**config.mk**
```make
export PLATFORM = sky130hd
export DESIGN_NAME = lic_div_cell
export DESIGN_NICKNAME = d
export VERILOG_FILES = /design/src/rtl/assert_macros.svh /design/src/rtl/lic_pkg.sv /design/src/rtl/lic_div_cell.sv
export SDC_FILE = /design/constraint.sdc
export NUM_CORES = 1
export LEC_CHECK = 0
export BUFFER_PORTS_ARGS = -buffer_cell sky130_fd_sc_hd__clkbuf_2
export CORE_AREA = 5 5 186 188
export CTS_BUF_LIST = sky130_fd_sc_hd__clkbuf_8
export DETAILED_ROUTE_END_ITERATION = 8
export DIE_AREA = 0 0 191 193
export PLACE_DENSITY = 0.75
export SLEW_MARGIN = 15
export SYNTH_ARGS = -nofsm -noshare
export SYNTH_HDL_FRONTEND = slang
export SYNTH_SLANG_ARGS = --single-unit
```
**constraint.sdc**
```tcl
create_clock -name clk_i -period 0.9 [get_ports clk_i]
set_clock_uncertainty 0.05 [all_clocks]
set_input_delay 0 -clock clk_i [delete_from_list [all_inputs] [get_ports clk_i]]
set_output_delay 0 -clock clk_i [all_outputs]
set_load 0.02 [all_outputs]
```
**src/rtl/assert_macros.svh**
```systemverilog
// Assertion helpers, clocked on clk_i and held off during reset.
`ifndef ASSERT_MACROS_SVH
`define ASSERT_MACROS_SVH

`define ASSERT_IMPLY(lbl, ante, cons, msg) \
  lbl: assert property (@(posedge clk_i) disable iff (!rst_ni) (ante) |-> (cons)) \
    else $error(msg);

`define ASSERT_NEXT(lbl, ante, cons, msg) \
  lbl: assert property (@(posedge clk_i) disable iff (!rst_ni) (ante) |=> (cons)) \
    else $error(msg);

`endif

```
**src/rtl/lic_pkg.sv**
```systemverilog
package lic_pkg;

  localparam int CoordBits = 16;
  localparam int FracBits  = 12;
  localparam int DiffW     = CoordBits + 1;
  localparam int ProdW     = 2 * DiffW;
  localparam int NumW      = ProdW + 1;
  localparam int SumW      = DiffW + NumW + 1;
  localparam int DvdW      = SumW + FracBits;
  localparam int SatW      = (DvdW > 65) ? DvdW : 65;

  typedef enum logic [1:0] {
    REL_DISJOINT   = 2'd0,
    REL_POINT      = 2'd1,
    REL_COINCIDENT = 2'd2
  } rel_e;

  typedef struct packed {
    logic signed [15:0] first_start_x;
    logic signed [15:0] first_start_y;
    logic signed [15:0] first_end_x;
    logic signed [15:0] first_end_y;
    logic signed [15:0] second_start_x;
    logic signed [15:0] second_start_y;
    logic signed [15:0] second_end_x;
    logic signed [15:0] second_end_y;
  } in_t;

  typedef struct packed {
    rel_e               relation;
    logic signed [63:0] cross_x;
    logic signed [63:0] cross_y;
  } out_t;

  typedef struct packed {
    rel_e              relation;
    logic              neg_x;
    logic              neg_y;
    logic [NumW-1:0]   divisor;
    logic [NumW-1:0]   rem_x;
    logic [NumW-1:0]   rem_y;
    logic [DvdW-1:0]   work_x;
    logic [DvdW-1:0]   work_y;
  } div_t;

  function automatic logic signed [63:0] saturate(logic [DvdW-1:0] q, logic neg);
    logic [SatW-1:0] qe;
    logic [63:0]     r;
    qe = SatW'(q);
    if (neg) begin
      if (qe > SatW'(64'h8000_0000_0000_0000)) begin
        r = 64'h8000_0000_0000_0000;
      end else begin
        r = 64'd0 - qe[63:0];
      end
    end else begin
      if (qe > SatW'(64'h7FFF_FFFF_FFFF_FFFF)) begin
        r = 64'h7FFF_FFFF_FFFF_FFFF;
      end else begin
        r = qe[63:0];
      end
    end
    return $signed(r);
  endfunction

endpackage

```
**src/rtl/lic_div_cell.sv**
```systemverilog
module lic_div_cell
  import lic_pkg::*;
(
  input  logic clk_i,
  input  logic rst_ni,
  input  logic en_i,
  input  logic valid_i,
  input  div_t data_i,
  output logic valid_o,
  output div_t data_o
);

  logic        valid_q;
  div_t        data_q, data_d;
  logic [NumW:0] tx, ty, dv, sx, sy;
  logic        gx, gy;

  always_comb begin
    dv = {1'b0, data_i.divisor};
    tx = {data_i.rem_x, data_i.work_x[DvdW-1]};
    ty = {data_i.rem_y, data_i.work_y[DvdW-1]};
    sx = tx - dv;
    sy = ty - dv;
    gx = (tx >= dv);
    gy = (ty >= dv);
    data_d        = data_i;
    data_d.rem_x  = gx ? sx[NumW-1:0] : tx[NumW-1:0];
    data_d.rem_y  = gy ? sy[NumW-1:0] : ty[NumW-1:0];
    data_d.work_x = {data_i.work_x[DvdW-2:0], gx};
    data_d.work_y = {data_i.work_y[DvdW-2:0], gy};
  end

  always_ff @(posedge clk_i or negedge rst_ni) begin
    if (!rst_ni) begin
      valid_q <= 1'b0;
    end else if (en_i) begin
      valid_q <= valid_i;
    end
  end

  always_ff @(posedge clk_i) begin
    if (en_i) begin
      data_q <= data_d;
    end
  end

  assign valid_o = valid_q;
  assign data_o  = data_q;

endmodule

```
**Word level (Yosys, flattened, before mapping)**

Index checks and enable logic that the tools add are counted.

- Flip-flop bits (word level): 240
- Bits of input ports: 243
- Output and inout port bits: 240
- Word-level logic and storage cells: 15

- Add/sub/neg operators: 2
- Magnitude comparators: 2
- Multiplexer cells: 2

Operator list:

| cell | number |
|---|---|
| $ge 36x35->1 | 2 |
| $mux 35 | 2 |
| $sub 35x35->35 | 2 |

**Longest topological paths before layout**

Gate-level depths: netlist of the first run.

- Depth in word-level cells: 2
- Mapped depth: 13

**Least setup slack after synthesis of the first run**

No wires, ideal clock.

- Kind: input-to-reg
- Start point: input data_i[221] in the netlist's numbering
- End point: register data_q (netlist bit data_o[135]), data pin
- Setup time: 0.262 ns
- Data arrival time: 2.332 ns
- Required time: 0.588 ns
- Setup slack: -1.745 ns
- Stages: 10
- Buffers on the path: 1
- Cells stage by stage: inv_1 > ha_1 > a21o_1 > a211oi_1 > nor2_1 > o41ai_1 > a21bo_2 > a2111oi_4 > buf_4 > mux2_1

RTL lines:

| item | RTL line | text |
|---|---|---|
| start, declared | lic_div_cell.sv:8 | `input div_t data_i,` |
| end signal, assigned | lic_div_cell.sv:43 | `data_q <= data_d;` |
| end, declared | lic_div_cell.sv:14 | `div_t data_q, data_d;` |

==> reports/qor.yml, run 1 <==
setup_path:
  critPathLaunchType: "primary input"
  required_ns: 1.17
  r2r-end: "valid_o$_DFFE_PN0P_"
  critPathKind: "primary input to register"
  r2r_cells: 1
  critPathArrivalTime_ns: 2.43
  critPathMaxFanout: 9
  r2r-start: "valid_o$_DFFE_PN0P_"
  rrSetupSlack_ns: 0.07
  setup.worst_path.end_class: "register"
die:
  rows: 67
  start_util_pct: 36.3
  core_area_mm2: 0.0329
  fp.dieArea_mm2: 0.0369
  io_pins: 483
  die_x_um: 191
  die_h_um: 193
clocking:
  clk_pin_slew_ns: 0.07
  cts-root-buf: "clkbuf_8"
  cts.sinks: 240
  clk_path_buf_depth: 3
  cts-buffers-inserted: 42
  cts_tree: "built"
  cts_max_level: 2
  insertion_delay_ns: 0.56
hold_path:
  hold_start: "data_i[200]"
  worst_hold_path.endpoint: "data_o[200]$_DFFE_PP_"
  min_delay_path_depth: 1
  hold_path.class: "primary input to register"
final_layout:
  fin_nets: 2384
  area_growth_pct: 102
  regArea_mm2: 0.00720
  fillers: 1984
  multi_input_area_mm2: 0.00563
  drive_above_1_share_pct: 52.1
routing:
  vias: 13400
  drc: 0
  antenna_left: 0
  firstDrtPassIters: 7
  post_drt_via_cell_ratio: 5.24
  wl_per_cell_um: 23.8
  drtIter0Drc: 968
  wirelength_um: 60900
grt:
  grt_max_degree: 31
  antenna_found_initial: 8
  grt_util_all_layers_pct: 28.8
  grt_pass1_vias: 13700
  grt.overflow.total: 0
  grt_pass1_wl_um: 81300
power:
  seqPwrFrac_pct: 35.2
  p_sw_w: 0.0126
  swShare_pct: 30.8
  pwr-share-clk_pct: 32.2
  power_w: 0.0411
  p_int_w: 0.0285
  combPwrFrac_pct: 32.6
  peakVddDrop_mv: 1.18
  leakage_nw: 10.5
  cellPowerDensity_mw_per_mm2: 1700
placed_design:
  dpl.hpwl_um: 38500
  portBuffers: 482
  gp_congestion: 0.915
yosys:
  synth-edff-count: 239
  synth.most_common_cell: "edfxtp_1"
  synth_top_area_share_pct: 59.9
  synthCells: 991
  yosysWarningCount: 0
  ys_ff_latch: 240
  avgSynthCellArea_um2: 12.1
  yosysTopAreaCell: "edfxtp_1"
  synthTopCellsByCount: "edfxtp_1, nand2_1, a21oi_1"
  async_reset_ff_share_pct: 0.417
  synth.yosys.seq_area_share_pct: 60.1
  synth_area_mm2: 0.0120
  yosysUniqueCellTypes: 62
  syn_nets: 1306
  ys.flop_type: "edfxtp_1"
  netlist_top_cells_area: "edfxtp_1, ha_1, a21oi_1"
sta:
  maxSlewViolCount: 0
  slew-limit-headroom_pct: 65.2
  hold_viol: 220
  hold_ws_ns: -0.404
  tightest_slew_ns: 0.516
  fin_crit_sh_pct: 239
  setup_ws_ns: -1.25
  rsz0062_at_grt: "yes"
  max_clock_freq_ghz: 0.464
  period_needed_ns: 2.15
  setup_viol_count_final: 312
outcome:
  violations: "hold timing, setup timing"
  status: "finished with violations"
flow_run:
  max_cap_viol_count: 0
## placed cells by master (no fill, tap or decap), types with 8 or more instances in the layout
cell type      instances
clkbuf_2             234
inv_1                 43
edfxtp_1             239
o21ai_1               19
buf_6                168
xor2_1                27
o21a_1                10
nand3_1               11
nand2_2               15
dlygate4sd3_1        244
ha_1                  41
o21ai_2               25
a21oi_1               59
a21oi_2               25
o21ai_0               30
nand2_1               74
buf_12                17
xnor2_1               28
a21o_1                30
inv_2                 10
buf_8                 21
o21bai_1              13
ha_4                  26
nand4_1               11
bufinv_16             12
nor2_4                19
buf_4                299
clkinv_1               8
nor2_1                30
buf_2                 32
nor3_1                12
clkbuf_8              81
## area by class of cell
cell class | instances | share of cell area, %
Clock buffer | 42 | 2.40
Timing Repair Buffer | 1066 | 39.0
Clock inverter | 34 | 1.95
Sequential cell | 240 | 29.8
Tap cell | 448 | 2.32
Multi-Input combinational cell | 661 | 23.3
Inverter | 58 | 1.07
Antenna cell | 6 | 0.0622
## stage by stage
stage	utilization, %	area [um^2]	std cells	setup slack (ns)	TNS [ns]
after floorplan	-	12300	991	-1.53	-97.06
after global placement	53.3	17500	2196	-1.83	-124.64
after detailed placement	53.3	17500	2196	-1.87	-126.44
after CTS	69.2	22800	2540	-1.25	-148.01
after global routing	73.2	24100	2553	-1.28	-160.66
final	73.2	24100	2555	-1.25	-149.38
## worst max-delay path, stage by stage
cell and delay [ns]:
clkbuf_16 0.12, inv_12 0.03, ha_4 0.22, a21o_1 0.20
a211oi_2 0.18, nor2_1 0.08, o41ai_2 0.28, buf_4 0.16
a21bo_4 0.23, a2111oi_4 0.38, buf_12 0.22, mux2_4 0.31
## per-layer routing
| metal | track usage, % | vias up | wire (um) |
|---|---|---|---|
| met5 | 0 | - | 51 |
| met4 | 15.7 | 6 | 4310 |
| met3 | 6.25 | 243 | 4490 |
| met2 | 50.2 | 794 | 30200 |
| met1 | 33.2 | 6436 | 21800 |
| li1 | - | 5915 | - |
## worst max-delay path by stage
stage,start,end,slack (ns),depth (start not counted)
final,data_i[221],data_o[135]$_DFFE_PP_,-1.25,12
after global routing,data_i[221],data_o[135]$_DFFE_PP_,-1.28,12
after CTS,data_i[221],data_o[135]$_DFFE_PP_,-1.25,12
after detailed placement,data_i[206],data_o[144]$_DFFE_PP_,-1.87,12
after global placement,data_i[221],data_o[135]$_DFFE_PP_,-1.83,12
after floorplan,data_i[221],data_o[135]$_DFFE_PP_,-1.53,10
## state kept, by name, indices dropped and copies added (netlist names)
register  count
data_o      239
valid_o       1
## power groups by stage
stage / combinational (W) / sequential, W / clock (W)
global placement: 0.00917 / 0.0144 / 0
floorplan: 0.00317 / 0.0157 / 0
global route: 0.0140 / 0.0145 / 0.0139
detailed placement: 0.00931 / 0.0143 / 0
CTS: 0.0118 / 0.0142 / 0.0129
finish: 0.0134 / 0.0144 / 0.0132
## cell families (layout without fill, tap and decap cells)
kind of cell	count (synthesis)	after routing	share of synthesized area [%]
AO/OA/AOI/OAI	293	293	15.7
XOR/XNOR	57	57	4.17
adder cells (fa/ha/maj)	72	72	7.65
buffers and inverters	90	1200	2.96
flip-flops	240	240	60.1
multiplexers	2	2	0.188
other	0	6	0
AND/OR/NAND/NOR	237	237	9.23
## what timing repair did
action | in CTS | in global routing
endpoints found under the hold margin | 478 | 230
gates cloned | 10 | 1
setup buffers | 18 | 14
setup endpoints to repair | 312 | 317
gates resized for setup | 337 | 588
hold buffers | 243 | 2
pin swaps | 63 | 35
(Power assumes the default switching activity.)
==> inputs of run 2 (changes only) <==
--- a/config.mk
+++ b/config.mk
@@ -6,11 +6,11 @@
 export NUM_CORES = 1
 export LEC_CHECK = 0
 export BUFFER_PORTS_ARGS = -buffer_cell sky130_fd_sc_hd__clkbuf_2
-export CORE_AREA = 5 5 186 188
+export CORE_AREA = 5 5 183 185
 export CTS_BUF_LIST = sky130_fd_sc_hd__clkbuf_8
 export DETAILED_ROUTE_END_ITERATION = 8
-export DIE_AREA = 0 0 191 193
-export PLACE_DENSITY = 0.75
+export DIE_AREA = 0 0 188 190
+export PLACE_DENSITY = 0.79
 export SLEW_MARGIN = 15
 export SYNTH_ARGS = -nofsm -noshare
 export SYNTH_HDL_FRONTEND = slang
==> constraint.sdc (replaced) <==
create_clock -name clk_i -period 1.9 [get_ports clk_i]
set_clock_uncertainty 0.05 [all_clocks]
set_input_delay 0 -clock clk_i [delete_from_list [all_inputs] [get_ports clk_i]]
set_output_delay 0 -clock clk_i [all_outputs]
set_load 0.02 [all_outputs]
==> run 2 against run 1 <==
Net effect:
- the run still ends with hold timing, setup timing left
- register-to-register slack better by 1.0 ns
- worst setup slack better by 1.1 ns
- power is 58% lower
- first-iteration DRC count is 8.0% lower
- via count is 4.9% lower
- sequential share of layout area is 3.6 points higher
- clock power is 59% lower
- sequential power is 53% lower
==> reports/qor.yml, run 2 (synthesis results as in run 1) <==
power:
  leakage_nw: 9.68
  pwr-share-clk_pct: 31.3
  combPwrFrac_pct: 30.2
  p_int_w: 0.0119
  peakVddDrop_mv: 0.558
  cellPowerDensity_mw_per_mm2: 810
  p_sw_w: 0.00549
  seqPwrFrac_pct: 38.5
  swShare_pct: 31.5
sta:
  rsz0062_at_grt: "yes"
  maxSlewViolCount: 0
  hold_viol: 2
  setup_viol_count_final: 68
  period_needed_ns: 2.08
  max_clock_freq_ghz: 0.480
  tightest_slew_ns: 0.423
  fin_crit_sh_pct: 110
  setup_ws_ns: -0.184
  hold_ws_ns: -0.387
  tns_ns: -6.42
  slew-limit-headroom_pct: 71.6
clocking:
  cts-buffers-inserted: 44
  clk_pin_slew_ns: 0.06
  cts-root-buf: "clkbuf_8"
  insertion_delay_ns: 0.58
  cts.sinks: 240
  cts_max_level: 2
  clk_path_buf_depth: 3
  cts_tree: "built"
outcome:
  violations: "hold timing, setup timing"
  status: "finished with violations"
grt:
  grt.overflow.total: 0
  antenna_found_initial: 9
  grt_util_all_layers_pct: 29.0
  grt_pass1_wl_um: 79400
  grt_max_degree: 59
  grt_pass1_vias: 13200
routing:
  vias: 12700
  antenna_left: 0
  firstDrtPassIters: 5
  drtIter0Drc: 891
  wl_per_cell_um: 22.1
  post_drt_via_cell_ratio: 5.14
  drc: 0
  wirelength_um: 54800
die:
  io_pins: 483
  rows: 66
  fp.dieArea_mm2: 0.0357
  die_h_um: 190
  die_x_um: 188
  start_util_pct: 37.6
  core_area_mm2: 0.0319
placed_design:
  dpl.hpwl_um: 38300
  gp_congestion: 0.945
  place_ws_ns: -0.907
  portBuffers: 482
hold_path:
  min_delay_path_depth: 1
  hold_path.class: "primary input to register"
final_layout:
  area_growth_pct: 79.7
  multi_input_area_mm2: 0.00523
  final_common_cell: "clkbuf_2"
  fin_nets: 2345
  largest_register_ffs: 239
  most-common-layout-cells: "clkbuf_2, buf_4, dlygate4sd3_1"
  regArea_mm2: 0.00720
  drive_above_1_share_pct: 47.8
  fillers: 2262
setup_path:
  required_ns: 2.17
  setup.worst_path.end_class: "register"
  critPathMaxFanout: 10
  critPathArrivalTime_ns: 2.35
  critPathLaunchType: "primary input"
  critPathKind: "primary input to register"
  r2r_cells: 1
flow_run:
  max_cap_viol_count: 0
==> run 2: cell types whose count changed in the layout (fill, tap and decap cells not counted), moves of 11 or more <==
| cell | delta |
|---|---|
| buf_6 | -156 |
| o21ai_2 | -20 |
| nor2_4 | -12 |
| o21ai_1 | +13 |
| a21oi_1 | +13 |
| clkbuf_2 | +240 |
| a21oi_2 | -11 |
| nand2_1 | +12 |
| buf_2 | -29 |
| clkbuf_8 | -35 |
| buf_4 | -28 |
| buf_8 | -16 |
==> run 2: critical path, cell delays in order <==
cell and delay (ns):
buf_8 0.08, clkinvlp_4 0.13, ha_4 0.26, nand4_1 0.13, buf_4 0.14, a211oi_4 0.03, o31ai_2 0.19, buf_4 0.16
a21oi_2 0.07, a21bo_2 0.22, a2111oi_4 0.41, buf_12 0.20, mux2_4 0.30
==> run 2: area by class of cell <==
class | count | share of cell area [%]
Timing Repair Buffer | 1024 | 34.2
Timing Repair inverter | 1 | 0.0407
Multi-Input combinational cell | 661 | 24.3
Clock inverter | 35 | 1.46
Inverter | 58 | 1.16
Clock buffer | 45 | 2.88
Tap cell | 408 | 2.37
Sequential cell | 240 | 33.5
Antenna cell | 6 | 0.0698
==> run 2: per-layer routing <==
layer | wire, um | vias up | track usage [%]
met5 | 46 | - | 0
met4 | 3120 | 6 | 14.5
met3 | 4230 | 174 | 7.08
met2 | 27100 | 670 | 50.4
met1 | 20300 | 6061 | 33.4
li1 | - | 5830 | -
==> run 2: worst paths after layout <==
path	start	endpoint	slack, ns
max	data_i[206]	data_o[135]$_DFFE_PP_	-0.18
min	data_i[201]	data_o[201]$_DFFE_PP_	-0.39
max reg2reg	valid_o$_DFFE_PN0P_	valid_o$_DFFE_PN0P_	1.08
min reg2reg	valid_o$_DFFE_PN0P_	valid_o$_DFFE_PN0P_	0.49
max in group asynchronous	rst_ni	valid_o$_DFFE_PN0P_	1.45
min in group asynchronous	rst_ni	valid_o$_DFFE_PN0P_	0.23
==> run 2: what timing repair did <==
| item | in CTS | in global routing |
|---|---|---|
| endpoints found under the setup margin | 72 | 72 |
| setup buffers | 12 | 8 |
| gates resized for setup | 117 | 70 |
| hold endpoints to repair | 316 | 8 |
| hold buffers | 238 | 8 |
| pin swaps | 30 | 28 |
| cloned | 3 | 3 |
==> run 2: through the flow <==
stage	std cells	area (um^2)	total power [W]	util, %
2_1_floorplan	991	12300	0.00896	-
3_3_place_gp	2122	17200	0.0111	54.0
3_5_place_dp	2122	17200	0.0111	54.0
4_1_cts	2454	21100	0.0171	66.1
5_1_grt	2476	21500	0.0182	67.5
6_report	2478	21500	0.0174	67.5
==> run 2: power groups by stage <==
stage / Sequential [W] / Combinational [W] / Clock (W)
after floorplan: 0.00745 / 0.00150 / 0
after detailed placement: 0.00680 / 0.00432 / 0
final: 0.00672 / 0.00526 / 0.00546
after global placement: 0.00679 / 0.00426 / 0
after CTS: 0.00670 / 0.00498 / 0.00546
after global routing: 0.00675 / 0.00557 / 0.00584
==> inputs of run 3 (changes only) <==
--- a/config.mk
+++ b/config.mk
@@ -6,11 +6,12 @@
 export NUM_CORES = 1
 export LEC_CHECK = 0
 export BUFFER_PORTS_ARGS = -buffer_cell sky130_fd_sc_hd__clkbuf_2
-export CORE_AREA = 5 5 183 185
+export CORE_AREA = 5 5 186 188
 export CTS_BUF_LIST = sky130_fd_sc_hd__clkbuf_8
+export CTS_CLUSTER_DIAMETER = 80
 export DETAILED_ROUTE_END_ITERATION = 8
-export DIE_AREA = 0 0 188 190
-export PLACE_DENSITY = 0.79
+export DIE_AREA = 0 0 191 193
+export PLACE_DENSITY = 0.75
 export SLEW_MARGIN = 15
 export SYNTH_ARGS = -nofsm -noshare
 export SYNTH_HDL_FRONTEND = slang
==> constraint.sdc (replaced) <==
create_clock -name clk_i -period 2.05 [get_ports clk_i]
set_clock_uncertainty 0.05 [all_clocks]
set_input_delay 0 -clock clk_i [delete_from_list [all_inputs] [get_ports clk_i]]
set_output_delay 0 -clock clk_i [all_outputs]
set_load 0.02 [all_outputs]
==> run 3 against run 2 <==
Net effect:
- the run still ends with hold timing, setup timing left
- final cell count is 1.0% higher
- sequential power decreased by 7.4%
- cell area shrank 1.4%
- power down 12%
- sequential cell count is the same
- count of clock-buffer cells in the layout decreased by 1
- combinational power shrank 9.1%
- clock power is 22% lower
- global-route usage decreased by 2.4 points
- highest routed layer unchanged
==> reports/qor.yml, run 3 (synthesis results as in run 1) <==
placed_design:
  portBuffers: 482
  place_ws_ns: -0.806
  gp_congestion: 0.978
  dpl.hpwl_um: 37600
outcome:
  violations: "hold timing, setup timing"
  status: "finished with violations"
die:
  rows: 67
  core_area_mm2: 0.0329
  io_pins: 483
  fp.dieArea_mm2: 0.0369
  die_x_um: 191
  start_util_pct: 36.3
  die_h_um: 193
clocking:
  cts-root-buf: "clkbuf_8"
  cts-buffers-inserted: 43
  cts_tree: "built"
  cts.sinks: 240
  clk_pin_slew_ns: 0.06
  insertion_delay_ns: 0.56
  clk_path_buf_depth: 3
  cts_max_level: 2
final_layout:
  most-common-layout-cells: "clkbuf_2, buf_4, dlygate4sd3_1"
  largest_register_ffs: 239
  final_common_cell: "clkbuf_2"
  fin_nets: 2339
  drive_above_1_share_pct: 46.7
  area_growth_pct: 77.1
hold_path:
  min_delay_path_depth: 1
  hold_path.class: "primary input to register"
sta:
  setup_ws_ns: -0.108
  hold_viol: 4
  maxSlewViolCount: 0
  tightest_slew_ns: 0.566
  rsz0062_at_grt: "yes"
  tns_ns: -2.42
  slew-limit-headroom_pct: 62.3
  hold_ws_ns: -0.356
  fin_crit_sh_pct: 105
  max_clock_freq_ghz: 0.463
  setup_viol_count_final: 47
  period_needed_ns: 2.16
flow_run:
  max_cap_viol_count: 0
power:
  cellPowerDensity_mw_per_mm2: 720
  peakVddDrop_mv: 0.501
  leakage_nw: 9.58
grt:
  grt_pass1_wl_um: 74900
  grt.overflow.total: 0
  grt_pass1_vias: 12700
  grt_util_all_layers_pct: 26.6
  grt_max_degree: 61
  antenna_found_initial: 10
setup_path:
  r2r_cells: 2
  required_ns: 2.34
  critPathArrivalTime_ns: 2.45
  setup.worst_path.end_class: "register"
  critPathKind: "primary input to register"
  critPathLaunchType: "primary input"
  critPathMaxFanout: 8
routing:
  antenna_left: 0
  wl_per_cell_um: 21.2
  vias: 12600
  drtIter0Drc: 820
  drc: 0
  wirelength_um: 53000
  firstDrtPassIters: 7
  post_drt_via_cell_ratio: 5.02
[run 3: cell types whose count changed in the layout (fill, tap and decap cells not counted), moves of 5 or more]
cell,before,now
buf_6,12,7
o21ai_0,39,34
inv_1,53,59
bufinv_16,6,1
nand2_4,0,5
ha_1,44,50
a21oi_2,14,7
a21oi_1,72,78
nor2_1,32,41
nor2_2,13,8
nand2_1,86,79
[run 3: cell type report]
class / instances / area, um^2
repair buffers: 1020 / 7310
clock inverters: 28 / 163
multi-input cells: 661 / 5100
well taps: 448 / 561
clock buffers: 44 / 606
diodes: 5 / 12.5
fillers: 2380 / 11700
flip-flops and latches: 240 / 7200
inverters: 58 / 244
[run 3: final timing paths]
| kind | start | endpoint | slack [ns] |
|---|---|---|---|
| min in group asynchronous | rst_ni | valid_o$_DFFE_PN0P_ | 0.22 |
| max in group asynchronous | rst_ni | valid_o$_DFFE_PN0P_ | 1.63 |
| min | data_i[200] | data_o[200]$_DFFE_PP_ | -0.36 |
| max reg2reg | valid_o$_DFFE_PN0P_ | valid_o$_DFFE_PN0P_ | 0.67 |
| max | data_i[206] | data_o[138]$_DFFE_PP_ | -0.11 |
| min reg2reg | valid_o$_DFFE_PN0P_ | valid_o$_DFFE_PN0P_ | 1.04 |
[run 3: metrics by stage]
stage | util (%) | instances | total power (W) | hold slack [ns] | area, um^2
after floorplan | - | 991 | 0.00830 | -0.346 | 12300
after global placement | 52.3 | 2159 | 0.0102 | -0.273 | 17200
after detailed placement | 52.3 | 2159 | 0.0103 | -0.270 | 17200
after CTS | 62.7 | 2476 | 0.0150 | -0.384 | 20600
after global routing | 64.4 | 2504 | 0.0159 | -0.356 | 21200
final | 64.4 | 2504 | 0.0153 | -0.356 | 21200
[run 3: worst max-delay path, cell delays in order]
cell,delay [ns]
buf_8,0.08
clkinvlp_4,0.08
buf_6,0.12
ha_4,0.26
nand4_1,0.13
or4_4,0.56
o41ai_2,0.35
o221a_2,0.27
a2111oi_4,0.07
buf_4,0.18
clkbuf_16,0.18
nand2_1,0.09
o21ai_1,0.07
[run 3: layer usage]
metal  global-route usage [%]  wire, um  vias up
met5                        0        33        -
met4                     13.6      2830        6
met3                     5.80      3730      150
met2                     46.1     26400      598
met1                     31.2     19900     5999
li1                         -         -     5819
[run 3: timing repair]
action | in CTS | in global routing
pin swaps | 15 | 38
endpoints found under the hold margin | 289 | 7
cloned | 2 | 3
setup endpoints to repair | 42 | 64
hold buffers | 239 | 3
resized for setup | 37 | 108
buffers inserted | 4 | 20
[run 3: where the power goes]
part           internal, W  leakage (nW)  total [W]  switching (W)
registers          0.00602          2.35    0.00622       0.000194
clock network      0.00213         0.431    0.00427        0.00215
logic              0.00218          6.80    0.00478        0.00260
total               0.0103          9.58     0.0153        0.00494
